<file path="config.mk">
export PLATFORM = sky130hd
export DESIGN_NAME = led_fade_sequence_pwm
export DESIGN_NICKNAME = d
export VERILOG_FILES = /design/src/hw/rtl/lfs_pkg.sv /design/src/hw/rtl/lfs_fade.sv /design/src/hw/rtl/lfs_pwm.sv /design/src/hw/rtl/led_fade_sequence_pwm.sv
export SDC_FILE = /design/constraint.sdc
export NUM_CORES = 1
export LEC_CHECK = 0
export BUFFER_PORTS_ARGS = -buffer_cell sky130_fd_sc_hd__buf_2
export CAP_MARGIN = 20
export CORE_MARGIN = 5
export CORE_UTILIZATION = 51
export CTS_BUF_LIST = sky130_fd_sc_hd__clkbuf_8
export DETAILED_ROUTE_END_ITERATION = 16
export GPL_ROUTABILITY_DRIVEN = 1
export GPL_TIMING_DRIVEN = 0
export PLACE_DENSITY = 0.7
export SYNTH_ARGS = -nofsm -noshare
export SYNTH_HDL_FRONTEND = slang
export SYNTH_HIERARCHICAL = 1
export SYNTH_SLANG_ARGS = --single-unit
</file>
<file path="constraint.sdc">
create_clock -name i_clk -period 6.1 [get_ports i_clk]
set_input_delay 0.61 -clock i_clk [delete_from_list [all_inputs] [get_ports i_clk]]
set_output_delay 0.61 -clock i_clk [all_outputs]
set_load 0.02 [all_outputs]
</file>
<file path="src/hw/rtl/lfs_pkg.sv">
// Shared types and constants of the LED fade sequence PWM driver.
// Used by lfs_fade, lfs_pwm and the top level led_fade_sequence_pwm.
`default_nettype none

package lfs_pkg;

    localparam int CH_COUNT  = 10;
    localparam int LED_COUNT = 8;
    localparam int CH_ROOF   = 8;
    localparam int CH_FLOOR  = 9;
    localparam int DUTY_W    = 8;
    localparam int DIV_W     = 16;
    localparam int PHASE_W   = 5;
    localparam int PHASE_CNT = 18;

    localparam logic [DUTY_W-1:0] DUTY_MAX        = 8'd255;
    localparam logic [DUTY_W-1:0] FLOOR_HOLD      = 8'd150;
    localparam logic [DUTY_W-1:0] ROOF_HOLD       = 8'd130;
    localparam logic [DUTY_W-1:0] ROOF_FAST_LIMIT = 8'd170;
    localparam logic [DUTY_W-1:0] OVERLAP_START   = 8'd100;
    localparam logic [DUTY_W-1:0] LED8_ROOF_START = 8'd125;

    localparam logic [PHASE_W-1:0] PHASE_FIRST   = 5'd1;
    localparam logic [PHASE_W-1:0] PHASE_FADE_IN = 5'd2;
    localparam logic [PHASE_W-1:0] PHASE_LED8_UP = 5'd17;
    localparam logic [PHASE_W-1:0] PHASE_LAST    = 5'd18;

    localparam logic [DIV_W-1:0]    FADE_DIV_RESET = 16'd184;
    localparam logic [CH_COUNT-1:0] PINS_RESET     = 10'b11_0000_0000;

    typedef logic [CH_COUNT-1:0][DUTY_W-1:0] t_duty_vec;

    typedef struct packed {
        logic fire;
        logic start;
        logic tick;
    } t_item_cmd;

    typedef struct packed {
        logic      tick_go;
        t_duty_vec duties;
    } t_fade_view;

endpackage

`default_nettype wire

</file>
<file path="src/hw/rtl/lfs_fade.sv">
// Fade sequencer: duty levels, phase, hold count, step divider and run flag.
// Depends on lfs_pkg.
`default_nettype none

module lfs_fade (
    input  wire logic                     i_clk,
    input  wire logic                     i_rst_n,
    input  wire lfs_pkg::t_item_cmd       i_cmd,
    input  wire logic [lfs_pkg::DIV_W-1:0] i_fade_divider,
    output lfs_pkg::t_fade_view           o_view,
    output logic                          o_running_next
);
    import lfs_pkg::*;

    t_duty_vec          r_duty, n_duty;
    logic [PHASE_W-1:0] r_phase, n_phase;
    logic [DUTY_W-1:0]  r_hold, n_hold;
    logic [DIV_W-1:0]   r_step_div, n_step_div;
    logic               r_running, n_running;

    t_duty_vec          duty_pre;
    logic [DUTY_W-1:0]  hold_pre;
    logic [DIV_W-1:0]   sd_pre, sd_inc, div_eff;
    logic               run_pre, start_go, tick_go, step_go, finish, phase_ok;
    logic [PHASE_CNT:1] act;
    logic [PHASE_W-1:0] sel;
    logic [DUTY_W-1:0]  roof_t;

    always_comb begin
        // While idle the phase is always the first one with a zero hold count,
        // so the step taken on a start is the first-phase action.
        start_go = i_cmd.fire & i_cmd.start & ~r_running;
        duty_pre = r_duty;
        hold_pre = r_hold;
        run_pre  = r_running;
        sd_pre   = r_step_div;
        if (start_go) begin
            run_pre  = 1'b1;
            sd_pre   = '0;
            hold_pre = r_hold + DUTY_W'(1);
            if (r_duty[CH_FLOOR] < FLOOR_HOLD) begin
                duty_pre[CH_FLOOR] = r_duty[CH_FLOOR] + DUTY_W'(1);
            end
            if (r_duty[CH_ROOF] < ROOF_HOLD) begin
                duty_pre[CH_ROOF] = r_duty[CH_ROOF] + DUTY_W'(1);
            end
        end

        tick_go = i_cmd.fire & i_cmd.tick & run_pre;
        sd_inc  = sd_pre + DIV_W'(1);
        div_eff = (i_fade_divider == '0) ? DIV_W'(1) : i_fade_divider;
        step_go = tick_go && (sd_inc >= div_eff);

        // A phase whose goal is met is skipped, so the step acts in the first
        // phase at or after the current one that still has work to do.
        act    = '0;
        act[1] = (hold_pre != DUTY_MAX);
        for (int i = 0; i < LED_COUNT; i++) begin
            act[2*i+2] = (duty_pre[i] != '0);
            act[2*i+3] = (duty_pre[i] != DUTY_MAX);
        end
        act[PHASE_CNT] = (duty_pre[CH_FLOOR] != '0);

        sel = '0;
        for (int q = PHASE_CNT; q >= 1; q--) begin
            if (act[q] && (PHASE_W'(q) >= r_phase)) begin
                sel = PHASE_W'(q);
            end
        end
        phase_ok = (r_phase >= PHASE_FIRST) && (r_phase <= PHASE_LAST);
        finish   = !phase_ok || (sel == '0);

        n_duty     = duty_pre;
        n_hold     = hold_pre;
        n_phase    = r_phase;
        n_running  = run_pre;
        n_step_div = step_go ? '0 : (tick_go ? sd_inc : sd_pre);
        roof_t     = duty_pre[CH_ROOF];

        if (step_go) begin
            if (finish) begin
                n_phase   = PHASE_FIRST;
                n_hold    = '0;
                n_running = 1'b0;
            end else begin
                n_phase = sel;
                if (sel == PHASE_FIRST) begin
                    n_hold = hold_pre + DUTY_W'(1);
                    if (duty_pre[CH_FLOOR] < FLOOR_HOLD) begin
                        n_duty[CH_FLOOR] = duty_pre[CH_FLOOR] + DUTY_W'(1);
                    end
                    if (duty_pre[CH_ROOF] < ROOF_HOLD) begin
                        n_duty[CH_ROOF] = duty_pre[CH_ROOF] + DUTY_W'(1);
                    end
                end
                for (int i = 0; i < LED_COUNT; i++) begin
                    if (sel == PHASE_W'(2*i+2)) begin
                        n_duty[i] = duty_pre[i] - DUTY_W'(1);
                    end
                    if (sel == PHASE_W'(2*i+3)) begin
                        n_duty[i] = duty_pre[i] + DUTY_W'(1);
                    end
                    // The next LED starts to light once the rising one passes the overlap level.
                    if (i > 0) begin
                        if ((sel == PHASE_W'(2*i+1)) && (duty_pre[i-1] >= OVERLAP_START)) begin
                            n_duty[i] = duty_pre[i] - DUTY_W'(1);
                        end
                    end
                end
                if (sel == PHASE_FADE_IN) begin
                    if (duty_pre[CH_FLOOR] != DUTY_MAX) begin
                        n_duty[CH_FLOOR] = duty_pre[CH_FLOOR] + DUTY_W'(1);
                    end
                    if (roof_t < ROOF_FAST_LIMIT) begin
                        roof_t = roof_t + DUTY_W'(2);
                    end
                    if ((roof_t >= ROOF_FAST_LIMIT) && (roof_t != DUTY_MAX)) begin
                        roof_t = roof_t + DUTY_W'(1);
                    end
                    n_duty[CH_ROOF] = roof_t;
                end
                if (sel == PHASE_LED8_UP) begin
                    if ((duty_pre[CH_ROOF] > ROOF_HOLD)
                            && (duty_pre[LED_COUNT-1] >= LED8_ROOF_START)) begin
                        n_duty[CH_ROOF] = duty_pre[CH_ROOF] - DUTY_W'(1);
                    end
                end
                if (sel == PHASE_LAST) begin
                    n_duty[CH_FLOOR] = duty_pre[CH_FLOOR] - DUTY_W'(1);
                    if (duty_pre[CH_ROOF] != '0) begin
                        n_duty[CH_ROOF] = duty_pre[CH_ROOF] - DUTY_W'(1);
                    end
                end
            end
        end
    end

    always_ff @(posedge i_clk) begin
        if (!i_rst_n) begin
            for (int i = 0; i < LED_COUNT; i++) begin
                r_duty[i] <= DUTY_MAX;
            end
            r_duty[CH_ROOF]  <= '0;
            r_duty[CH_FLOOR] <= '0;
            r_phase          <= PHASE_FIRST;
            r_hold           <= '0;
            r_step_div       <= '0;
            r_running        <= 1'b0;
        end else begin
            r_duty     <= n_duty;
            r_phase    <= n_phase;
            r_hold     <= n_hold;
            r_step_div <= n_step_div;
            r_running  <= n_running;
        end
    end

    assign o_view.tick_go  = tick_go;
    assign o_view.duties   = duty_pre;
    assign o_running_next  = n_running;

endmodule

`default_nettype wire

</file>
<file path="src/hw/rtl/lfs_pwm.sv">
// PWM generator: tick-driven count, latched duties and the pin image.
// Depends on lfs_pkg.
`default_nettype none

module lfs_pwm (
    input  wire logic                          i_clk,
    input  wire logic                          i_rst_n,
    input  wire lfs_pkg::t_fade_view           i_view,
    output logic [lfs_pkg::CH_COUNT-1:0]       o_pins_next
);
    import lfs_pkg::*;

    logic [DUTY_W-1:0]   r_count, n_count;
    t_duty_vec           r_latched, n_latched;
    logic [CH_COUNT-1:0] r_pins, n_pins;

    always_comb begin
        n_count   = r_count;
        n_latched = r_latched;
        n_pins    = r_pins;
        if (i_view.tick_go) begin
            n_count = r_count + DUTY_W'(1);
            // On wrap the duties are sampled and every pin is cleared before the compare below.
            if (n_count == '0) begin
                n_latched = i_view.duties;
                n_pins    = '0;
            end
            for (int i = 0; i < CH_COUNT; i++) begin
                if ((n_latched[i] == n_count) && (n_latched[i] != DUTY_MAX)) begin
                    n_pins[i] = 1'b1;
                end
            end
        end
    end

    always_ff @(posedge i_clk) begin
        if (!i_rst_n) begin
            r_count   <= '0;
            r_latched <= '0;
            r_pins    <= PINS_RESET;
        end else begin
            r_count   <= n_count;
            r_latched <= n_latched;
            r_pins    <= n_pins;
        end
    end

    assign o_pins_next = n_pins;

endmodule

`default_nettype wire

</file>
<file path="src/hw/rtl/led_fade_sequence_pwm.sv">
// Top level of the ten-channel PWM lamp driver with its fade sequence.
// Depends on lfs_pkg, lfs_fade and lfs_pwm.
//
//   Port group   Direction  Handshake                  Content
//   input word   in         i_in_valid / o_in_ready    i_tick, i_start_request
//   result word  out        o_out_valid / i_out_ready  o_led_pins, o_roof_pin, o_floor_pin,
//                                                      o_busy_res
//   fade divider in         i_cfg_we                   i_cfg_wdata
//
// Each word is held in an input register, passes through the combinational logic of the
// sequencer and the PWM counter, and lands in the result register, one new word per cycle
// while the result side does not stall. While a result waits, the input register still takes
// one word. Reset is synchronous, active low, and leaves the block idle with the floor and
// roof pins of the PWM pin image high; the result register itself is not reset.
`default_nettype none

module led_fade_sequence_pwm (
    input  wire logic                      i_clk,
    input  wire logic                      i_rst_n,
    input  wire logic                      i_in_valid,
    output logic                           o_in_ready,
    input  wire logic                      i_tick,
    input  wire logic                      i_start_request,
    output logic                           o_out_valid,
    input  wire logic                      i_out_ready,
    output logic [7:0]                     o_led_pins,
    output logic                           o_roof_pin,
    output logic                           o_floor_pin,
    output logic                           o_busy_res,
    input  wire logic                      i_cfg_we,
    input  wire logic [lfs_pkg::DIV_W-1:0] i_cfg_wdata
);
    import lfs_pkg::*;

    logic                r_in_valid;
    logic                r_in_tick;
    logic                r_in_start;
    logic                r_out_valid;
    logic [CH_COUNT-1:0] r_out_pins;
    logic                r_out_busy;
    logic [DIV_W-1:0]    r_fade_div;

    logic                fire;
    logic                in_accept;
    t_item_cmd           cmd;
    t_fade_view          view;
    logic                running_next;
    logic [CH_COUNT-1:0] pins_next;

    assign fire       = r_in_valid && (!r_out_valid || i_out_ready);
    assign o_in_ready = !r_in_valid || fire;
    assign in_accept  = i_in_valid && o_in_ready;

    assign cmd.fire  = fire;
    assign cmd.start = r_in_start;
    assign cmd.tick  = r_in_tick;

    lfs_fade u_fade (
        .i_clk          (i_clk),
        .i_rst_n        (i_rst_n),
        .i_cmd          (cmd),
        .i_fade_divider (r_fade_div),
        .o_view         (view),
        .o_running_next (running_next)
    );

    lfs_pwm u_pwm (
        .i_clk       (i_clk),
        .i_rst_n     (i_rst_n),
        .i_view      (view),
        .o_pins_next (pins_next)
    );

    always_ff @(posedge i_clk) begin
        if (!i_rst_n) begin
            r_in_valid  <= 1'b0;
            r_out_valid <= 1'b0;
            r_fade_div  <= FADE_DIV_RESET;
        end else begin
            if (in_accept) begin
                r_in_valid <= 1'b1;
            end else if (fire) begin
                r_in_valid <= 1'b0;
            end
            if (fire) begin
                r_out_valid <= 1'b1;
            end else if (i_out_ready) begin
                r_out_valid <= 1'b0;
            end
            if (i_cfg_we) begin
                r_fade_div <= i_cfg_wdata;
            end
        end
    end

    always_ff @(posedge i_clk) begin
        if (in_accept) begin
            r_in_tick  <= i_tick;
            r_in_start <= i_start_request;
        end
        if (fire) begin
            r_out_pins <= pins_next;
            r_out_busy <= running_next;
        end
    end

    assign o_out_valid = r_out_valid;
    assign o_led_pins  = r_out_pins[LED_COUNT-1:0];
    assign o_roof_pin  = r_out_pins[CH_ROOF];
    assign o_floor_pin = r_out_pins[CH_FLOOR];
    assign o_busy_res  = r_out_busy;

endmodule

`default_nettype wire

</file>
==> impl_metrics.json, run 1 <==
{
  "synth_top_area_cell": "dfxtp_1",
  "arrival_ns": 6.26,
  "ys_warn_count": 6,
  "status": "complete, no violations",
  "dp_hpwl_um": 40200,
  "grtUsageTotal_pct": 27.7,
  "die_area_um2": 37800,
  "drc_errors": 0,
  "worstMarginPinSlew_ns": 1.16,
  "vias_per_cell": 6.18,
  "numCtsBuffers": 45,
  "fp.dieH_um": 194,
  "root_buffer": "clkbuf_8",
  "min_path_type": "primary input to flip-flop",
  "drv_cap": 0,
  "slew_headroom_pct": 22.4,
  "crit_fanout": 11,
  "dpl_cell_area_um2": 18100,
  "grt_overflow_total": 0,
  "wirelength_um": 54900,
  "setup_violations": 0,
  "grt_pass1_vias": 15940,
  "r2r_slack_ns": 0.33,
  "leakagePower_nw": 7.05,
  "fin_crit_sh_pct": 94.6,
  "power.total_mw": 3.32,
  "htree_levels": 2,
  "fin_nets": 2342,
  "placementRows": 67,
  "async_flop_share_pct": 0,
  "crit_path_end_kind": "flip-flop",
  "syn_area_per_cell_um2": 7.99,
  "startpoint": "o_out_valid",
  "endpoint": "u_fade/r_duty[70]",
  "drt_iter0_drc": 1716,
  "synth.distinct_cells": 107,
  "drive_gt1_share_pct": 12.9,
  "clock_latency_ns": 0.62,
  "wl_per_cell_um": 20.0,
  "hold_violations": 0,
  "pin_count": 36,
  "port_buffers": 34,
  "fillerInstances": 3112,
  "route.vias.total": 16946,
  "cts_buffer_depth": 3,
  "tns_ns": 0,
  "yosys-top-cells-count": "nand2_1, dfxtp_1, xnor2_1, nor2_1, a21oi_1",
  "crit_path_frequent_cell": "and3_4",
  "r2r_end": "u_fade/r_duty[70]",
  "slew_viol_final": 0,
  "synth.top_cell.area_share_pct": 26.1,
  "cts_hold_buf": 0,
  "critPathLaunchType": "flip-flop",
  "slowest_delay_ns": 0.37,
  "grt_first_pass_wirelength_um": 86200,
  "cts_tree": "built",
  "critical_path_required_ns": 6.60,
  "antenna_found_initial": 0,
  "r2r_cells": 29,
  "seq_area_frac_synth_pct": 28.3,
  "synth_edf_count": 13,
  "clkSinkCount": 239,
  "die_x_um": 194,
  "grt_start_max_net_pins": 20,
  "diodes": 0,
  "worstSetupPathType": "flip-flop to flip-flop",
  "vdd.ir_drop.worst_mv": 0.156,
  "core-area_um2": 33500,
  "ys_seq_elements": 239,
  "multi_input_area_um2": 11200,
  "syn_area_um2": 17400,
  "finalWeightedCongestion": 0.973,
  "dr.pass1.iters": 6,
  "period_minus_slack_ns": 5.77,
  "clock_skew_ns": 0.0252,
  "synth_fp_nets": 2253,
  "design_area_um2": 19100,
  "pwr_density_cell_nw_per_um2": 173,
  "syn_to_final_growth_pct": 10.3,
  "synth.area.top_cells": "dfxtp_1, nand2_1, xnor2_1",
  "ys.flop_type": "dfxtp_1",
  "postRouteAntennaNets": 0,
  "synth.most_common_cell": "nand2_1",
  "clock.fmax_mhz": 173,
  "syn_inst": 2172,
  "initial_utilization_pct": 51.7,
  "cts.clk_slew.worst_paths_ns": 0.07,
  "worstReg2RegStart": "o_out_valid",
  "cp_slowest_cell": "a2111oi_2",
  "regArea_um2": 4910
}
## cell families (layout without fill, tap and decap cells)
kind of cell | after synthesis | count (layout) | share of synthesized area (%)
buf+inv | 261 | 382 | 7.75
flops | 239 | 239 | 28.3
compound gates | 513 | 513 | 21.9
fa+ha+maj | 58 | 58 | 4.23
simple gates | 859 | 859 | 25.0
xor+xnor | 168 | 168 | 8.52
mux | 74 | 74 | 4.30
## worst min-delay path by stage
| stage | from | endpoint | slack [ns] | depth (start not counted) |
|---|---|---|---|---|
| after floorplan | u_pwm/r_pins[8] | u_pwm/r_pins[8] | 0.43 | 2 |
| after global placement | u_pwm/r_pins[8] | u_pwm/r_pins[8] | 0.44 | 2 |
| after detailed placement | u_pwm/r_pins[8] | u_pwm/r_pins[8] | 0.46 | 2 |
| after CTS | i_tick | r_in_tick | 0.14 | 1 |
| after global routing | i_tick | r_in_tick | 0.15 | 1 |
| final | i_tick | r_in_tick | 0.17 | 1 |
## critical path, delay by kind of cell (launching register included)
family / cells / cell delay (ns)
and+or+nand+nor: 15 / 2.47
AOI/OAI and AO/OA: 5 / 1.07
adders and majority gates: 2 / 0.45
buffers and inverters: 6 / 1.13
xor gates and xnor gates: 1 / 0.15
DFF: 1 / 0.36
## layer usage
| layer | global-route usage, % | wire length [um] |
|---|---|---|
| met1 | 37.2 | 23400 |
| met2 | 42.8 | 24100 |
| met3 | 5.71 | 4930 |
| met5 | 0 | 0 |
| met4 | 12.9 | 2470 |
## layout by cell type (no fill, tap or decap), drive strengths merged, types with 69 or more instances in the layout
cell,count
a21boi,89
a21oi,99
inv,92
o21ai,94
mux2i,69
nand4,83
nand2,333
clkbuf,129
nand3,78
nor2,111
xnor2,121
dfxtp,226
buf,155
## where the power goes
group | switching (mW) | internal (mW) | leakage, nW
registers | 0.0102 | 1.59 | 1.95
clock network | 0.734 | 0.811 | 0.514
logic | 0.113 | 0.0627 | 4.59
## flip-flops by register name, indices dropped and copies added, names as in the netlist
name and cells:
u_pwm/r_pins 10, r_in_start 1, u_pwm/r_latched 80, u_fade/r_running 1
u_fade/r_duty 16, u_fade/o_view 64, u_pwm/r_count 8, o_out_valid 1
r_in_tick 1, u_fade/r_hold 8, u_fade/r_step_div 16, r_in_valid 1
u_fade/r_phase 5, r_fade_div 16, o_busy_res 1, r_out_pins 10
## what timing repair did
item | in CTS | in global routing
setup buffers | 1 | 6
pin swaps | 2 | 4
endpoints found under the setup margin | 111 | 97
gates resized for setup | 12 | 27
## per-stage QoR
| step | worst slack (ns) | util, % | instances | hold WS, ns |
|---|---|---|---|---|
| after floorplan | 0.0971 | - | 2172 | 0.432 |
| after global placement | -2.01 | 53.9 | 2654 | 0.445 |
| after detailed placement | -1.47 | 54.0 | 2655 | 0.456 |
| after CTS | 0.0474 | 56.7 | 2734 | 0.140 |
| after global routing | -0.0504 | 57.1 | 2741 | 0.149 |
| final | 0.331 | 57.1 | 2741 | 0.170 |
## cell type report
| class | instances | area share (%) |
|---|---|---|
| Multi-Input combinational cell | 1672 | 58.4 |
| Sequential cell | 239 | 25.7 |
| Buffer | 186 | 5.69 |
| Clock buffer | 55 | 3.95 |
| Tap cell | 448 | 2.93 |
| Inverter | 74 | 1.45 |
| Timing Repair Buffer | 43 | 1.35 |
| Clock inverter | 24 | 0.536 |
(Power assumes the default switching activity.)
==> run 2, diff against run 1 <==
CORE_UTILIZATION = 40   (was 51)
PLACE_DENSITY = not set   (was 0.7)
clock period = 6.7 ns   (was 6.1 ns; I/O delays follow)
==> run 2 against run 1 <==
  * First-iteration DRC count is 11% lower
  * Worst hold slack gained 0.054 ns
  * Highest routed layer unchanged
  * Global-route usage down 4.3 points
  * Critical path type unchanged
  * Register-to-register slack better by 0.07 ns
  * Clock skew rose by 0.019 ns
==> impl_metrics.json, run 2 (same netlist as run 1, synthesis figures left out) <==
{
  "status": "complete, no violations",
  "drt_iter0_drc": 1528,
  "route.vias.total": 16722,
  "fin_nets": 2340,
  "design_area_um2": 19400,
  "initial_utilization_pct": 40.4,
  "leakagePower_nw": 7.11,
  "clock.fmax_mhz": 159,
  "clock_latency_ns": 0.63,
  "final_cell_mix": "nand2_1, dfxtp_1, xnor2_1",
  "grt_overflow_total": 0,
  "grt_pass1_vias": 15845,
  "dp_hpwl_um": 42500,
  "wirelength_um": 57100,
  "dr.pass1.iters": 6,
  "layoutNonFillerInstCount": 2883,
  "drive_gt1_share_pct": 12.7,
  "cp_slowest_cell": "a2111oi_2",
  "crit_path_frequent_cell": "buf_2",
  "critical_path_required_ns": 7.22,
  "cts_tree": "built",
  "syn_to_final_growth_pct": 11.8,
  "cts.clk_slew.worst_paths_ns": 0.06,
  "numCtsBuffers": 47,
  "placementRows": 76,
  "htree_levels": 2,
  "period_minus_slack_ns": 6.30,
  "core-area_um2": 43000,
  "fp.dieH_um": 218,
  "dp_cells": 2794,
  "place_ws_ns": -1.02,
  "dpl_cell_area_um2": 18300,
  "port_buffers": 34,
  "crit_path_end_kind": "flip-flop",
  "critPathLaunchType": "flip-flop",
  "drv_cap": 0,
  "grtUsageTotal_pct": 23.4,
  "grt.met2_usage_pct": 36.7,
  "finalWeightedCongestion": 0.958,
  "grt_first_pass_wirelength_um": 89400,
  "tns_ns": 0,
  "wl_per_cell_um": 19.8,
  "crit_fanout": 10,
  "hold_violations": 0,
  "worstSetupPathType": "flip-flop to flip-flop",
  "slowest_delay_ns": 0.43,
  "top_register": "u_pwm/r_latched",
  "r2r_slack_ns": 0.40,
  "largest_register_ffs": 80,
  "rsz0062_at_grt": "no",
  "cts_hold_buf": 0,
  "cts_buffer_depth": 3,
  "arrival_ns": 6.82,
  "pin_count": 36,
  "slew_headroom_pct": 24.9,
  "slew_viol_final": 0,
  "use_met3_pct": 4.21,
  "clock_skew_ns": 0.0441,
  "fin_crit_sh_pct": 94.0,
  "worstMarginPinSlew_ns": 1.13,
  "fillerInstances": 4378,
  "postRouteAntennaNets": 0,
  "busiest_layer": "met2",
  "grt_start_max_net_pins": 19,
  "clkSinkCount": 239,
  "hold_slack_ns": 0.224,
  "min_path_type": "primary input to flip-flop",
  "setup_violations": 0,
  "met1_usage_pct": 31.9,
  "antenna_found_initial": 1,
  "setup_slack_ns": 0.403,
  "layout_commonest_cell": "nand2_1",
  "power.total_mw": 3.25,
  "drc_errors": 0,
  "die_area_um2": 47600,
  "pwr_density_cell_nw_per_um2": 167,
  "root_buffer": "clkbuf_8",
  "vias_per_cell": 5.80,
  "final_util_pct": 45.1,
  "vdd.ir_drop.worst_mv": 0.203,
  "die_x_um": 218
}
## run 2: power breakdown
group / internal, mW / leakage [nW] / switching, mW
clock network: 0.949 / 0.598 / 0.680
logic: 0.0561 / 4.56 / 0.104
registers: 1.45 / 1.95 / 0.00955
## run 2: worst max-delay path: cells and delay by family (launching register included)
kind	cells	cell delay, ns
XOR/XNOR	1	0.19
buffers and inverters	5	1.21
flip-flops	1	0.34
AND/OR/NAND/NOR	15	2.69
adder cells (fa/ha/maj)	2	0.55
AO/OA/AOI/OAI	5	1.19
## run 2: layer usage
layer	part of all wire [%]	up-vias
li1	-	7998
met1	45	7953
met2	44	627
met3	7.4	144
met4	4.1	0
met5	0	-
## run 2: area by class of cell
class | instances | area (um2) | area share [%]
Antenna cell | 1 | 2.50 | 0.0129
Buffer | 187 | 1070 | 5.54
Clock buffer | 66 | 908 | 4.68
Clock inverter | 21 | 145 | 0.748
Inverter | 74 | 278 | 1.43
Multi-Input combinational cell | 1672 | 11100 | 57.4
Sequential cell | 239 | 4910 | 25.3
Tap cell | 585 | 732 | 3.77
Timing Repair Buffer | 38 | 215 | 1.11
## run 2: final timing paths
check	from	end	depth (start not counted)
setup / recovery	o_out_valid	u_fade/r_duty[66]	28
hold / removal	i_tick	r_in_tick	1
setup reg to reg	o_out_valid	u_fade/r_duty[66]	28
hold reg to reg	u_pwm/r_pins[5]	u_pwm/r_pins[5]	2
## run 2: what timing repair did
| action | in CTS | in global routing |
|---|---|---|
| setup endpoints to repair | 97 | 68 |
| buffers inserted | 1 | 0 |
| gates resized for setup | 6 | 8 |
| pin swaps | 1 | 1 |
==> run 3, diff against run 2 <==
CORE_UTILIZATION = 55   (was 40)
PLACE_DENSITY = 0.71   (was not set)
==> run 3 against run 2 <==
  * Clock-buffer cell count is 3 lower
  * Maximum frequency down 0.24%
  * Routed wire length decreased by 4.0%
  * Sequential cell count is the same
  * Largest cell class unchanged
==> impl_metrics.json, run 3 (same netlist as run 1, synthesis figures left out) <==
{
  "status": "complete, no violations",
  "grt_overflow_total": 0,
  "fin_nets": 2338,
  "r2r_slack_ns": 0.39,
  "grt_first_pass_wirelength_um": 86200,
  "port_buffers": 34,
  "root_buffer": "clkbuf_8",
  "grt.met2_usage_pct": 45.9,
  "cts_hold_buf": 0,
  "arrival_ns": 6.81,
  "hold_violations": 0,
  "busiest_layer": "met2",
  "final_util_pct": 60.8,
  "tns_ns": 0,
  "postRouteAntennaNets": 0,
  "core-area_um2": 31400,
  "drive_gt1_share_pct": 12.4,
  "worstSetupPathType": "flip-flop to flip-flop",
  "cts_tree": "built",
  "period_minus_slack_ns": 6.31,
  "top_register": "u_pwm/r_latched",
  "crit_fanout": 11,
  "syn_to_final_growth_pct": 9.92,
  "clock_latency_ns": 0.59,
  "numCtsBuffers": 45,
  "clkSinkCount": 239,
  "power.total_mw": 3.10,
  "setup_slack_ns": 0.387,
  "rsz0062_at_grt": "no",
  "grt_start_max_net_pins": 19,
  "clock.fmax_mhz": 158,
  "multi_input_area_um2": 11100,
  "grt_pass1_vias": 15935,
  "finalWeightedCongestion": 0.983,
  "fin_crit_sh_pct": 94.2,
  "vias_per_cell": 6.30,
  "fp.dieH_um": 188,
  "dp_cells": 2611,
  "htree_levels": 2,
  "fillerInstances": 2915,
  "drv_cap": 0,
  "setup_violations": 0,
  "place_ws_ns": -1.03,
  "dp_hpwl_um": 40600,
  "die_x_um": 188,
  "critical_path_required_ns": 7.19,
  "regArea_um2": 4910,
  "vdd.ir_drop.worst_mv": 0.132,
  "diodes": 0,
  "wirelength_um": 54800,
  "leakagePower_nw": 7.05,
  "pwr_density_cell_nw_per_um2": 163,
  "layoutNonFillerInstCount": 2695,
  "wl_per_cell_um": 20.3,
  "initial_utilization_pct": 55.3,
  "antenna_found_initial": 0,
  "worstMarginPinSlew_ns": 1.16,
  "cts_buffer_depth": 3,
  "cp_slowest_cell": "a2111oi_4",
  "drc_errors": 0,
  "slew_headroom_pct": 22.4,
  "clock_skew_ns": 0.0241,
  "met1_usage_pct": 41.5,
  "largest_register_ffs": 80,
  "slew_viol_final": 0,
  "layout_commonest_cell": "nand2_1",
  "final_cell_mix": "nand2_1, dfxtp_1, xnor2_1",
  "route.vias.total": 16977,
  "min_path_type": "primary input to flip-flop",
  "crit_path_end_kind": "flip-flop",
  "use_met3_pct": 5.99,
  "cts.clk_slew.worst_paths_ns": 0.06,
  "pin_count": 36,
  "die_area_um2": 35200,
  "drt_iter0_drc": 1712,
  "grtUsageTotal_pct": 29.9,
  "placementRows": 65,
  "slowest_delay_ns": 0.38,
  "dr.pass1.iters": 6,
  "critPathLaunchType": "flip-flop"
}
-- run 3: cell types whose count changed in the layout (fill, tap and decap cells not counted), moves of 2 or more --
cell and delta:
buf_6 -2, bufinv_16 -2, clkbuf_2 -2, clkbuf_4 +2, clkbuf_8 -3
-- run 3: per-stage QoR --
| step | hold slack (ns) | instance area [um2] |
|---|---|---|
| floorplan | 0.432 | 17400 |
| global placement | 0.452 | 18000 |
| detailed placement | 0.456 | 18100 |
| CTS | 0.226 | 19000 |
| global route | 0.250 | 19100 |
| finish | 0.264 | 19100 |
-- run 3: final timing paths --
check                            to            start  depth (start not counted)
setup / recovery  u_fade/r_duty[66]      o_out_valid                         29
hold / removal           r_in_start  i_start_request                          1
setup reg to reg  u_fade/r_duty[66]      o_out_valid                         29
hold reg to reg     u_pwm/r_pins[8]  u_pwm/r_pins[8]                          2
-- run 3: routing by layer --
layer | part of all wire [%] | vias to the layer above
met5 | 0 | -
met4 | 3.7 | 0
met3 | 10 | 158
met2 | 44 | 789
met1 | 43 | 8032
li1 | - | 7998
-- run 3: report_power, final --
part	leakage, nW	switching, mW	internal (mW)
clock	0.546	0.657	0.832
combinational	4.56	0.102	0.0564
sequential	1.95	0.00891	1.45
total	7.05	0.768	2.33
-- run 3: repair_timing --
item / CTS / global route
endpoints found under the setup margin: 98 / 71
buffers inserted: 1 / 0
resized for setup: 3 / 11
-- run 3: layout make-up --
cell class | count | share of cell area (%)
clock buffers | 63 | 4.55
inverters | 74 | 1.46
plain buffers | 187 | 5.65
flip-flops and latches | 239 | 25.8
well taps | 402 | 2.64
multi-input cells | 1672 | 58.4
clock inverters | 20 | 0.453
repair buffers | 38 | 1.13
-- run 3: worst max-delay path: cells and delay by family (launching register included) --
| family | cells | cell delay (ns) |
|---|---|---|
| adders and majority gates | 2 | 0.57 |
| DFF | 1 | 0.33 |
| xor gates and xnor gates | 1 | 0.17 |
| buffers and inverters | 6 | 1.30 |
| AOI/OAI and AO/OA | 5 | 1.13 |
| and+or+nand+nor | 15 | 2.71 |
